==> src/design/sfs_pkg.sv <==
// Package for the scroll follow smoother: widths, opcodes and register indexes.
// Used by every module of the block.
package sfs_pkg;

    localparam int FRAC_BITS  = 8;
    localparam int COORD_BITS = 16;
    localparam int POS_BITS   = COORD_BITS + FRAC_BITS;
    localparam int DEL_BITS   = POS_BITS + 1;
    localparam int SQ_BITS    = 2 * DEL_BITS + 1;
    localparam int ROOT_BITS  = DEL_BITS + 1;
    localparam int SPD_BITS   = 9;
    localparam int SIZE_BITS  = 16;
    localparam int VEL_BITS   = ROOT_BITS;
    localparam int NUM_BITS   = DEL_BITS + VEL_BITS;
    localparam int SPD_DIV    = 60 * 256;
    localparam int ADDR_BITS  = 4;

    // The speed divisor 60 * 256 is 15 * 2^10: a shift by 10, then a reciprocal
    // multiply for the 15 that is exact for every dividend below 2^25.
    localparam int SPD_SHIFT   = 10;
    localparam int RECIP_SHIFT = 29;
    localparam logic [ROOT_BITS-1:0] RECIP_15 = ROOT_BITS'(35791395);

    localparam logic [2:0] OP_MOVE      = 3'd0;
    localparam logic [2:0] OP_MOVE_CTR  = 3'd1;
    localparam logic [2:0] OP_GOTO      = 3'd2;
    localparam logic [2:0] OP_GOTO_CTR  = 3'd3;
    localparam logic [2:0] OP_TICK      = 3'd4;

    localparam logic [ADDR_BITS-1:0] REG_SPEED  = 4'd0;
    localparam logic [ADDR_BITS-1:0] REG_WIDTH  = 4'd4;
    localparam logic [ADDR_BITS-1:0] REG_HEIGHT = 4'd8;

    localparam logic signed [POS_BITS-1:0] POS_MAX = {1'b0, {(POS_BITS-1){1'b1}}};
    localparam logic signed [POS_BITS-1:0] POS_MIN = {1'b1, {(POS_BITS-1){1'b0}}};

    typedef struct packed {
        logic [SPD_BITS-1:0]  speed;
        logic [SIZE_BITS-1:0] width;
        logic [SIZE_BITS-1:0] height;
    } cfg_t;

    // Saturate a wider signed value to the position range.
    function automatic logic signed [POS_BITS-1:0] sat_pos(input logic signed [DEL_BITS+1:0] v);
        if (v > $signed({{4{1'b0}}, POS_MAX[POS_BITS-2:0]}))
            sat_pos = POS_MAX;
        else if (v < $signed({{4{1'b1}}, POS_MIN[POS_BITS-2:0]}))
            sat_pos = POS_MIN;
        else
            sat_pos = v[POS_BITS-1:0];
    endfunction

endpackage

==> src/design/sfs_cfg.sv <==
// APB-style register file for speed and view size.
// Depends on sfs_pkg.
module sfs_cfg
    import sfs_pkg::*;
(
    input  logic                 clk,
    input  logic                 rst_n,
    input  logic                 psel,
    input  logic                 penable,
    input  logic                 pwrite,
    input  logic [ADDR_BITS-1:0] paddr,
    input  logic [31:0]          pwdata,
    output logic [31:0]          prdata,
    output logic                 pready,
    output cfg_t                 cfg
);
    cfg_t cfg_reg;

    assign pready = 1'b1;
    assign cfg    = cfg_reg;

    always_ff @(posedge clk or negedge rst_n)
    begin
        if (!rst_n)
        begin
            cfg_reg.speed  <= SPD_BITS'(256);
            cfg_reg.width  <= SIZE_BITS'(640);
            cfg_reg.height <= SIZE_BITS'(480);
        end
        else if (psel && penable && pwrite)
        begin
            case (paddr)
                REG_SPEED:  cfg_reg.speed  <= pwdata[SPD_BITS-1:0];
                REG_WIDTH:  cfg_reg.width  <= pwdata[SIZE_BITS-1:0];
                REG_HEIGHT: cfg_reg.height <= pwdata[SIZE_BITS-1:0];
                default:    ;
            endcase
        end
    end

    always_comb
    begin
        case (paddr)
            REG_SPEED:  prdata = 32'(cfg_reg.speed);
            REG_WIDTH:  prdata = 32'(cfg_reg.width);
            REG_HEIGHT: prdata = 32'(cfg_reg.height);
            default:    prdata = 32'd0;
        endcase
    end
endmodule

==> src/design/sfs_div.sv <==
// Shared restoring divider, one quotient bit per cycle.
// Depends on sfs_pkg.
module sfs_div
    import sfs_pkg::*;
(
    input  logic                clk,
    input  logic                rst_n,
    input  logic                start,
    input  logic [NUM_BITS-1:0] num,
    input  logic [NUM_BITS-1:0] den,
    output logic                busy,
    output logic                done,
    output logic [NUM_BITS-1:0] quo
);
    localparam int CNT_BITS = $clog2(NUM_BITS + 1);

    logic [NUM_BITS-1:0] quo_reg, quo_next;
    logic [NUM_BITS-1:0] rem_reg, rem_next;
    logic [NUM_BITS-1:0] den_reg;
    logic [CNT_BITS-1:0] cnt_reg, cnt_next;
    logic                busy_reg, busy_next;
    logic [NUM_BITS:0]   trial;

    assign quo  = quo_reg;
    assign busy = busy_reg;
    assign done = busy_reg && (cnt_reg == '0);

    always_comb
    begin
        quo_next  = quo_reg;
        rem_next  = rem_reg;
        cnt_next  = cnt_reg;
        busy_next = busy_reg;
        trial     = {rem_reg, quo_reg[NUM_BITS-1]};
        if (start)
        begin
            quo_next  = num;
            rem_next  = '0;
            cnt_next  = CNT_BITS'(NUM_BITS);
            busy_next = 1'b1;
        end
        else if (busy_reg)
        begin
            if (cnt_reg == '0)
                busy_next = 1'b0;
            else
            begin
                if (trial >= {1'b0, den_reg})
                begin
                    rem_next = NUM_BITS'(trial - {1'b0, den_reg});
                    quo_next = {quo_reg[NUM_BITS-2:0], 1'b1};
                end
                else
                begin
                    rem_next = trial[NUM_BITS-1:0];
                    quo_next = {quo_reg[NUM_BITS-2:0], 1'b0};
                end
                cnt_next = cnt_reg - 1'b1;
            end
        end
    end

    always_ff @(posedge clk or negedge rst_n)
    begin
        if (!rst_n)
        begin
            busy_reg <= 1'b0;
            cnt_reg  <= '0;
        end
        else
        begin
            busy_reg <= busy_next;
            cnt_reg  <= cnt_next;
        end
    end

    always_ff @(posedge clk)
    begin
        quo_reg <= quo_next;
        rem_reg <= rem_next;
        if (start)
            den_reg <= den;
    end
endmodule

==> src/design/sfs_core.sv <==
// Sequencer for position updates: square, root search and step divides.
// Depends on sfs_pkg and sfs_div.
module sfs_core
    import sfs_pkg::*;
(
    input  logic                         clk,
    input  logic                         rst_n,
    input  cfg_t                         cfg,
    input  logic                         in_valid,
    output logic                         in_stall,
    input  logic [2:0]                   opcode,
    input  logic signed [COORD_BITS-1:0] coord_x,
    input  logic signed [COORD_BITS-1:0] coord_y,
    output logic                         out_valid,
    input  logic                         out_stall,
    output logic signed [POS_BITS-1:0]   view_x,
    output logic signed [POS_BITS-1:0]   view_y,
    output logic                         arrived
);
    typedef enum logic [8:0] {
        S_IDLE  = 9'b000000001,
        S_SQX   = 9'b000000010,
        S_SQY   = 9'b000000100,
        S_ROOT  = 9'b000001000,
        S_SCALE = 9'b000010000,
        S_VEL   = 9'b000100000,
        S_DIVX  = 9'b001000000,
        S_DIVY  = 9'b010000000,
        S_OUT   = 9'b100000000
    } state_t;

    localparam int RCNT_BITS = $clog2(ROOT_BITS + 1);

    state_t state_reg, state_next;
    logic signed [POS_BITS-1:0] pos_x_reg, pos_y_reg, goal_x_reg, goal_y_reg;
    logic signed [DEL_BITS-1:0] dx_reg, dy_reg;
    logic [SQ_BITS-1:0]   dsq_reg;
    logic [ROOT_BITS-1:0] root_reg;
    logic [RCNT_BITS-1:0] rcnt_reg;
    logic [ROOT_BITS-1:0] scl_reg;
    logic [VEL_BITS-1:0]  vel_reg;
    logic [DEL_BITS-1:0]  qx_reg;
    logic                 div_start;
    logic [NUM_BITS-1:0]  div_num, div_den, div_quo;
    logic                 div_busy;
    logic                 div_done;

    // Shared multiplier operands.
    logic [ROOT_BITS-1:0]       mul_a, mul_b;
    logic [2*ROOT_BITS-1:0]     mul_p;
    logic [DEL_BITS-1:0]        adx, ady;
    logic [ROOT_BITS-1:0]       trial;
    logic [RCNT_BITS-1:0]       rbit;
    logic signed [COORD_BITS+1:0] cx, cy;
    logic signed [DEL_BITS+1:0] fx, fy;
    logic [SPD_BITS-1:0]        spd;
    logic [VEL_BITS-1:0]        vraw;
    logic [DEL_BITS-1:0]        dqv;
    logic signed [DEL_BITS+1:0] sum_x, sum_y;

    assign adx   = dx_reg[DEL_BITS-1] ? DEL_BITS'(-dx_reg) : dx_reg;
    assign ady   = dy_reg[DEL_BITS-1] ? DEL_BITS'(-dy_reg) : dy_reg;
    assign rbit  = rcnt_reg - 1'b1;
    assign trial = root_reg | (ROOT_BITS'(1) << rbit);

    // One multiplier serves the squares, the root trials, the speed scaling
    // and the numerators of both step divides.
    always_comb
    begin
        case (state_reg)
            S_SQX:
            begin
                mul_a = ROOT_BITS'(adx);
                mul_b = ROOT_BITS'(adx);
            end
            S_SQY:
            begin
                mul_a = ROOT_BITS'(ady);
                mul_b = ROOT_BITS'(ady);
            end
            S_SCALE:
            begin
                mul_a = root_reg;
                mul_b = ROOT_BITS'(spd);
            end
            S_VEL:
            begin
                mul_a = scl_reg;
                mul_b = RECIP_15;
            end
            S_DIVX:
            begin
                mul_a = div_done ? ROOT_BITS'(ady) : ROOT_BITS'(adx);
                mul_b = vel_reg;
            end
            default:
            begin
                mul_a = trial;
                mul_b = trial;
            end
        endcase
        mul_p = mul_a * mul_b;
    end

    assign spd  = (cfg.speed > SPD_BITS'(256)) ? SPD_BITS'(256) : cfg.speed;
    assign vraw = VEL_BITS'(mul_p >> RECIP_SHIFT);

    assign in_stall  = (state_reg != S_IDLE);
    assign out_valid = (state_reg == S_OUT);
    assign view_x    = pos_x_reg;
    assign view_y    = pos_y_reg;
    assign arrived   = (pos_x_reg == goal_x_reg) && (pos_y_reg == goal_y_reg);

    // The x divide starts on the first cycle of S_DIVX, the y divide as x finishes.
    assign div_start = (state_reg == S_DIVX) && (!div_busy || div_done);
    assign div_num   = NUM_BITS'(mul_p);
    assign div_den   = NUM_BITS'(root_reg);
    assign dqv       = div_quo[DEL_BITS-1:0];

    assign sum_x = $signed({{3{pos_x_reg[POS_BITS-1]}}, pos_x_reg}) +
                   (dx_reg[DEL_BITS-1] ? -$signed({2'b00, qx_reg})
                                       : $signed({2'b00, qx_reg}));
    assign sum_y = $signed({{3{pos_y_reg[POS_BITS-1]}}, pos_y_reg}) +
                   (dy_reg[DEL_BITS-1] ? -$signed({2'b00, dqv})
                                       : $signed({2'b00, dqv}));

    sfs_div u_div (
        .clk   (clk),
        .rst_n (rst_n),
        .start (div_start),
        .num   (div_num),
        .den   (div_den),
        .busy  (div_busy),
        .done  (div_done),
        .quo   (div_quo)
    );

    always_comb
    begin
        cx = $signed({{2{coord_x[COORD_BITS-1]}}, coord_x});
        cy = $signed({{2{coord_y[COORD_BITS-1]}}, coord_y});
        if (opcode == OP_MOVE_CTR || opcode == OP_GOTO_CTR)
        begin
            cx = cx - $signed({2'b00, cfg.width[SIZE_BITS-1:1]});
            cy = cy - $signed({2'b00, cfg.height[SIZE_BITS-1:1]});
        end
        fx = (DEL_BITS+2)'(cx) <<< FRAC_BITS;
        fy = (DEL_BITS+2)'(cy) <<< FRAC_BITS;
    end

    always_comb
    begin
        state_next = state_reg;
        case (state_reg)
            S_IDLE:
                if (in_valid)
                    state_next = (opcode == OP_TICK) ? S_SQX : S_OUT;
            S_SQX:  state_next = S_SQY;
            S_SQY:  state_next = S_ROOT;
            S_ROOT:
                if (rcnt_reg == RCNT_BITS'(1) || rcnt_reg == '0)
                    state_next = S_SCALE;
            S_SCALE: state_next = S_VEL;
            S_VEL:
                state_next = (dsq_reg <= SQ_BITS'(1) << (2 * FRAC_BITS)) ? S_OUT : S_DIVX;
            S_DIVX: if (div_done) state_next = S_DIVY;
            S_DIVY: if (div_done) state_next = S_OUT;
            S_OUT:  if (!out_stall) state_next = S_IDLE;
            default: state_next = S_IDLE;
        endcase
    end

    always_ff @(posedge clk or negedge rst_n)
    begin
        if (!rst_n)
        begin
            state_reg  <= S_IDLE;
            pos_x_reg  <= '0;
            pos_y_reg  <= '0;
            goal_x_reg <= '0;
            goal_y_reg <= '0;
        end
        else
        begin
            state_reg <= state_next;
            if (state_reg == S_IDLE && in_valid && opcode <= OP_GOTO_CTR)
            begin
                goal_x_reg <= sat_pos(fx);
                goal_y_reg <= sat_pos(fy);
                if (opcode <= OP_MOVE_CTR)
                begin
                    pos_x_reg <= sat_pos(fx);
                    pos_y_reg <= sat_pos(fy);
                end
            end
            else if (state_reg == S_VEL && dsq_reg <= SQ_BITS'(1) << (2 * FRAC_BITS))
            begin
                pos_x_reg <= goal_x_reg;
                pos_y_reg <= goal_y_reg;
            end
            else if (state_reg == S_DIVY && div_done)
            begin
                pos_x_reg <= sat_pos(sum_x);
                pos_y_reg <= sat_pos(sum_y);
            end
        end
    end

    // Datapath registers; the root search runs one bit per cycle from the top.
    always_ff @(posedge clk)
    begin
        case (state_reg)
            S_IDLE:
            begin
                dx_reg   <= DEL_BITS'(goal_x_reg) - DEL_BITS'(pos_x_reg);
                dy_reg   <= DEL_BITS'(goal_y_reg) - DEL_BITS'(pos_y_reg);
                root_reg <= '0;
                rcnt_reg <= RCNT_BITS'(ROOT_BITS);
            end
            S_SQX: dsq_reg <= SQ_BITS'(mul_p);
            S_SQY: dsq_reg <= dsq_reg + SQ_BITS'(mul_p);
            S_ROOT:
            begin
                if (rcnt_reg != '0)
                begin
                    if (SQ_BITS'(mul_p) <= dsq_reg && mul_p[2*ROOT_BITS-1:SQ_BITS] == '0)
                        root_reg <= trial;
                    rcnt_reg <= rcnt_reg - 1'b1;
                end
            end
            S_SCALE:
                scl_reg <= mul_p[ROOT_BITS+SPD_SHIFT-1:SPD_SHIFT];
            S_VEL:
                vel_reg <= (vraw < VEL_BITS'(1 << FRAC_BITS)) ? VEL_BITS'(1 << FRAC_BITS) : vraw;
            S_DIVX:
                if (div_done) qx_reg <= dqv;
            default: ;
        endcase
    end
endmodule

==> src/design/scroll_follow_smoother.sv <==
// Top level of the scroll follow smoother: register port plus update sequencer.
// Depends on sfs_pkg, sfs_cfg and sfs_core.
//
// Channel   Direction  Handshake          Payload
// input     in         in_valid/in_stall  opcode, coord_x, coord_y
// output    out        out_valid/out_stall view_x, view_y, arrived
// config    in         APB psel/penable   paddr, pwdata, prdata
//
// Move, go-to and unknown items go straight to the output state. A tick loads
// and squares the deltas, runs the bitwise root through the shared multiplier,
// scales the speed and runs two serial divides; a tick that snaps skips the
// divides. Reset clears position and target to zero.
// The block takes no new item until its result is taken; out_stall holds it.
module scroll_follow_smoother
    import sfs_pkg::*;
(
    input  logic                         clk,
    input  logic                         rst_n,
    input  logic                         psel,
    input  logic                         penable,
    input  logic                         pwrite,
    input  logic [ADDR_BITS-1:0]         paddr,
    input  logic [31:0]                  pwdata,
    output logic [31:0]                  prdata,
    output logic                         pready,
    input  logic                         in_valid,
    output logic                         in_stall,
    input  logic [2:0]                   opcode,
    input  logic signed [COORD_BITS-1:0] coord_x,
    input  logic signed [COORD_BITS-1:0] coord_y,
    output logic                         out_valid,
    input  logic                         out_stall,
    output logic signed [POS_BITS-1:0]   view_x,
    output logic signed [POS_BITS-1:0]   view_y,
    output logic                         arrived
);
    cfg_t cfg;

    sfs_cfg u_cfg (
        .clk     (clk),
        .rst_n   (rst_n),
        .psel    (psel),
        .penable (penable),
        .pwrite  (pwrite),
        .paddr   (paddr),
        .pwdata  (pwdata),
        .prdata  (prdata),
        .pready  (pready),
        .cfg     (cfg)
    );

    sfs_core u_core (
        .clk       (clk),
        .rst_n     (rst_n),
        .cfg       (cfg),
        .in_valid  (in_valid),
        .in_stall  (in_stall),
        .opcode    (opcode),
        .coord_x   (coord_x),
        .coord_y   (coord_y),
        .out_valid (out_valid),
        .out_stall (out_stall),
        .view_x    (view_x),
        .view_y    (view_y),
        .arrived   (arrived)
    );
endmodule
==> config.mk <==
export PLATFORM = sky130hd
export DESIGN_NAME = scroll_follow_smoother
export DESIGN_NICKNAME = d
export VERILOG_FILES = /design/src/design/sfs_pkg.sv /design/src/design/sfs_cfg.sv /design/src/design/sfs_div.sv /design/src/design/sfs_core.sv /design/src/design/scroll_follow_smoother.sv
export SDC_FILE = /design/constraint.sdc
export NUM_CORES = 2
export LEC_CHECK = 0
export ABC_AREA = 1
export BUFFER_PORTS_ARGS = -buffer_cell sky130_fd_sc_hd__buf_4
export CAP_MARGIN = 20
export CORE_ASPECT_RATIO = 1.75
export CORE_MARGIN = 2
export CORE_UTILIZATION = 45
export DETAILED_ROUTE_END_ITERATION = 10
export GPL_TIMING_DRIVEN = 0
export PLACE_DENSITY = 0.59
export SLEW_MARGIN = 30
export SYNTH_ARGS = -nofsm -noshare
export SYNTH_HDL_FRONTEND = slang
export SYNTH_SLANG_ARGS = --single-unit
==> constraint.sdc <==
create_clock -name clk -period 31.4 [get_ports clk]
set_input_delay 4.71 -clock clk [delete_from_list [all_inputs] [get_ports clk]]
set_output_delay 4.71 -clock clk [all_outputs]
set_load 0.01 [all_outputs]
==> out/results.ini <==
[place]
dp_hpwl_mm=245.9
gp_congestion=1.098
portBuffers=127

[setup_path]
cpPeakStageDelay_ps=780
worstPathArrival_ps=14640
end_kind=flop
required_ps=31810
path_class=flop to flop
cpMostUsedCell=nand2_1
path_buf_inv=8
critPathMaxFanout=10
cpMaxStageDelayCell=xor2_1
path_delay_family=simple AND/OR/NAND/NOR gates
critPathLaunchType=flop

[logic_synthesis]
ys_warn_count=0
avgSynthCellArea_um2=7.267
yosys.area.top_type_share=0.1899
synth_area_um2=61350
synth_edf_count=283
async_reset_ff_frac=0.2939
yosysTopAreaCell=fa_1
synth_area_leaders=fa_1 19%, edfxtp_1 14%, nand2_1 12%
synth.distinct_cells=75
synth-seq-cells=473
syn_inst=8442
seq_area_frac_synth=0.2120
synth-main-ff-cell=edfxtp_1

[route]
num_vias=58994
drt_iter0_markers=4326
drc=2
totalWireLength_mm=293.8
viasPerCell=5.613
drt_first_pass_iters=11
wl_per_cell_um=27.95
ant_nets=0

[timing]
worst_pin_slew_ps=1117
fin_crit_sh=0.4533
fin_setup_tns_ps=0
hold_viol=0
setup_viol=0
fmax_ghz=0.07026
rsz0062_at_grt=no
drv_slew=0
maxSlewHeadroom=0.2506
finClkSkew_ps=53.58
post-route-min-period_ps=14230

[global_route]
antenna_found_initial=14
grt_overflow_total=0
grt_use_total=0.4192
grt_max_degree=78
grt_pass1_vias=61783
grt_pass1_wl_mm=417.6

[layout]
drive_gt1_frac=0.06200
final_cell_mix=1958 x nand2_1, 1645 x inv_1, 968 x nor2_1, 582 x fa_1, 459 x ha_1
area_growth_pct=9.123
final_nets=9770
final_common_cell=nand2_1
nFillCells=14292

[cts]
postCtsSetupBuffers=0
htreeDepth=2
cts_tree=built
clkTransAtPathRegs_ps=70
cts_resized=0
hold_buffers=0
root_buffer=clkbuf_16
clock_latency_ps=700
clock_sinks=473
cts_buffer_depth=3
cts_inserted_buffers=51

[floorplan]
start_util=0.4520
die_w_um=283.1
ios=162
die_h_um=492.4
core_area_um2=135700
rows=179
dieArea_um2=139400

[worst_hold_path]
hp-class=flop to flop

[job]
cap_viol_max_count=0

[outcome]
violations=DRC
status=finished with violations

-- per-stage QoR --
stage          setup slack, ps  instances  area (um^2)  hold slack, ps  utilization
3_5_place_dp             17450      10407        65060           437.6       0.4794
6_report                 17170      10511        66940           454.0       0.4932
3_3_place_gp             15250      10394        64620           437.1       0.4761
2_1_floorplan            20320       8457        61400           426.2            -
5_1_grt                  16840      10505        66930           470.8       0.4931
4_1_cts                  17380      10503        66870           453.5       0.4927
-- cell usage after synthesis, types with 24 or more instances --
cell and n:
nand2_1 1959, inv_1 1646, nor2_1 968, fa_1 582, ha_1 459, a21oi_1 448, o21ai_0 429, nand3_1 392
edfxtp_1 283, xor2_1 207, dfrtp_1 131, buf_2 128, nand4_1 104, clkbuf_1 83, nor3_1 75, xnor2_1 69
dfxtp_1 51, nor4_1 37, inv_2 35, o21bai_1 28, o211ai_1 26, a21o_1 25, buf_4 24
-- layout make-up --
class | count | area [um^2] | share of cell area
clock buffer | 63 | 1371 | 0.02048
timing repair buffer | 141 | 1189 | 0.01776
inverter | 1686 | 6334 | 0.09461
antenna | 7 | 17.52 | 0.0002617
clock inverter | 33 | 439.2 | 0.006560
sequential | 473 | 13010 | 0.1943
tap | 1810 | 2265 | 0.03383
buffer | 246 | 1222 | 0.01826
multi-input combinational | 6052 | 41100 | 0.6139
-- kinds of logic (layout without fill, tap and decap cells) --
logic type,Yosys count,count (layout),synth area share
XOR/XNOR,277,277,0.03967
flip-flops,473,473,0.2120
buffers and inverters,1932,2169,0.1229
adder cells (fa/ha/maj),1041,1041,0.2835
other,2,24,0.0001224
AO/OA/AOI/OAI,1099,1099,0.09949
AND/OR/NAND/NOR,3618,3618,0.2422
-- worst paths after layout --
check	to	start	cells past startpoint	slack, ps
setup / recovery	u_core.dsq_reg[44]	u_core.dx_reg[0]	45	17170
hold / removal	u_core.u_div.den_reg[24]	u_core.root_reg[24]	0	450
setup reg to reg	u_core.dsq_reg[44]	u_core.dx_reg[0]	45	17170
hold reg to reg	u_core.u_div.den_reg[24]	u_core.root_reg[24]	0	450
max in group asynchronous	u_core.u_div.cnt_reg[2]	rst_n	2	26510
min in group asynchronous	u_core.view_y[7]	rst_n	1	3960
-- per-layer routing --
layer,vias up,wire [um],GRT usage
met5,-,54,0
met4,8,42480,0.4810
met3,1352,17110,0.07710
met2,2537,147000,0.7507
met1,28313,87080,0.3696
li1,26784,-,-
Power is not shown: default switching activity piles up to over one toggle a cycle in this logic, so the estimate is an artifact.
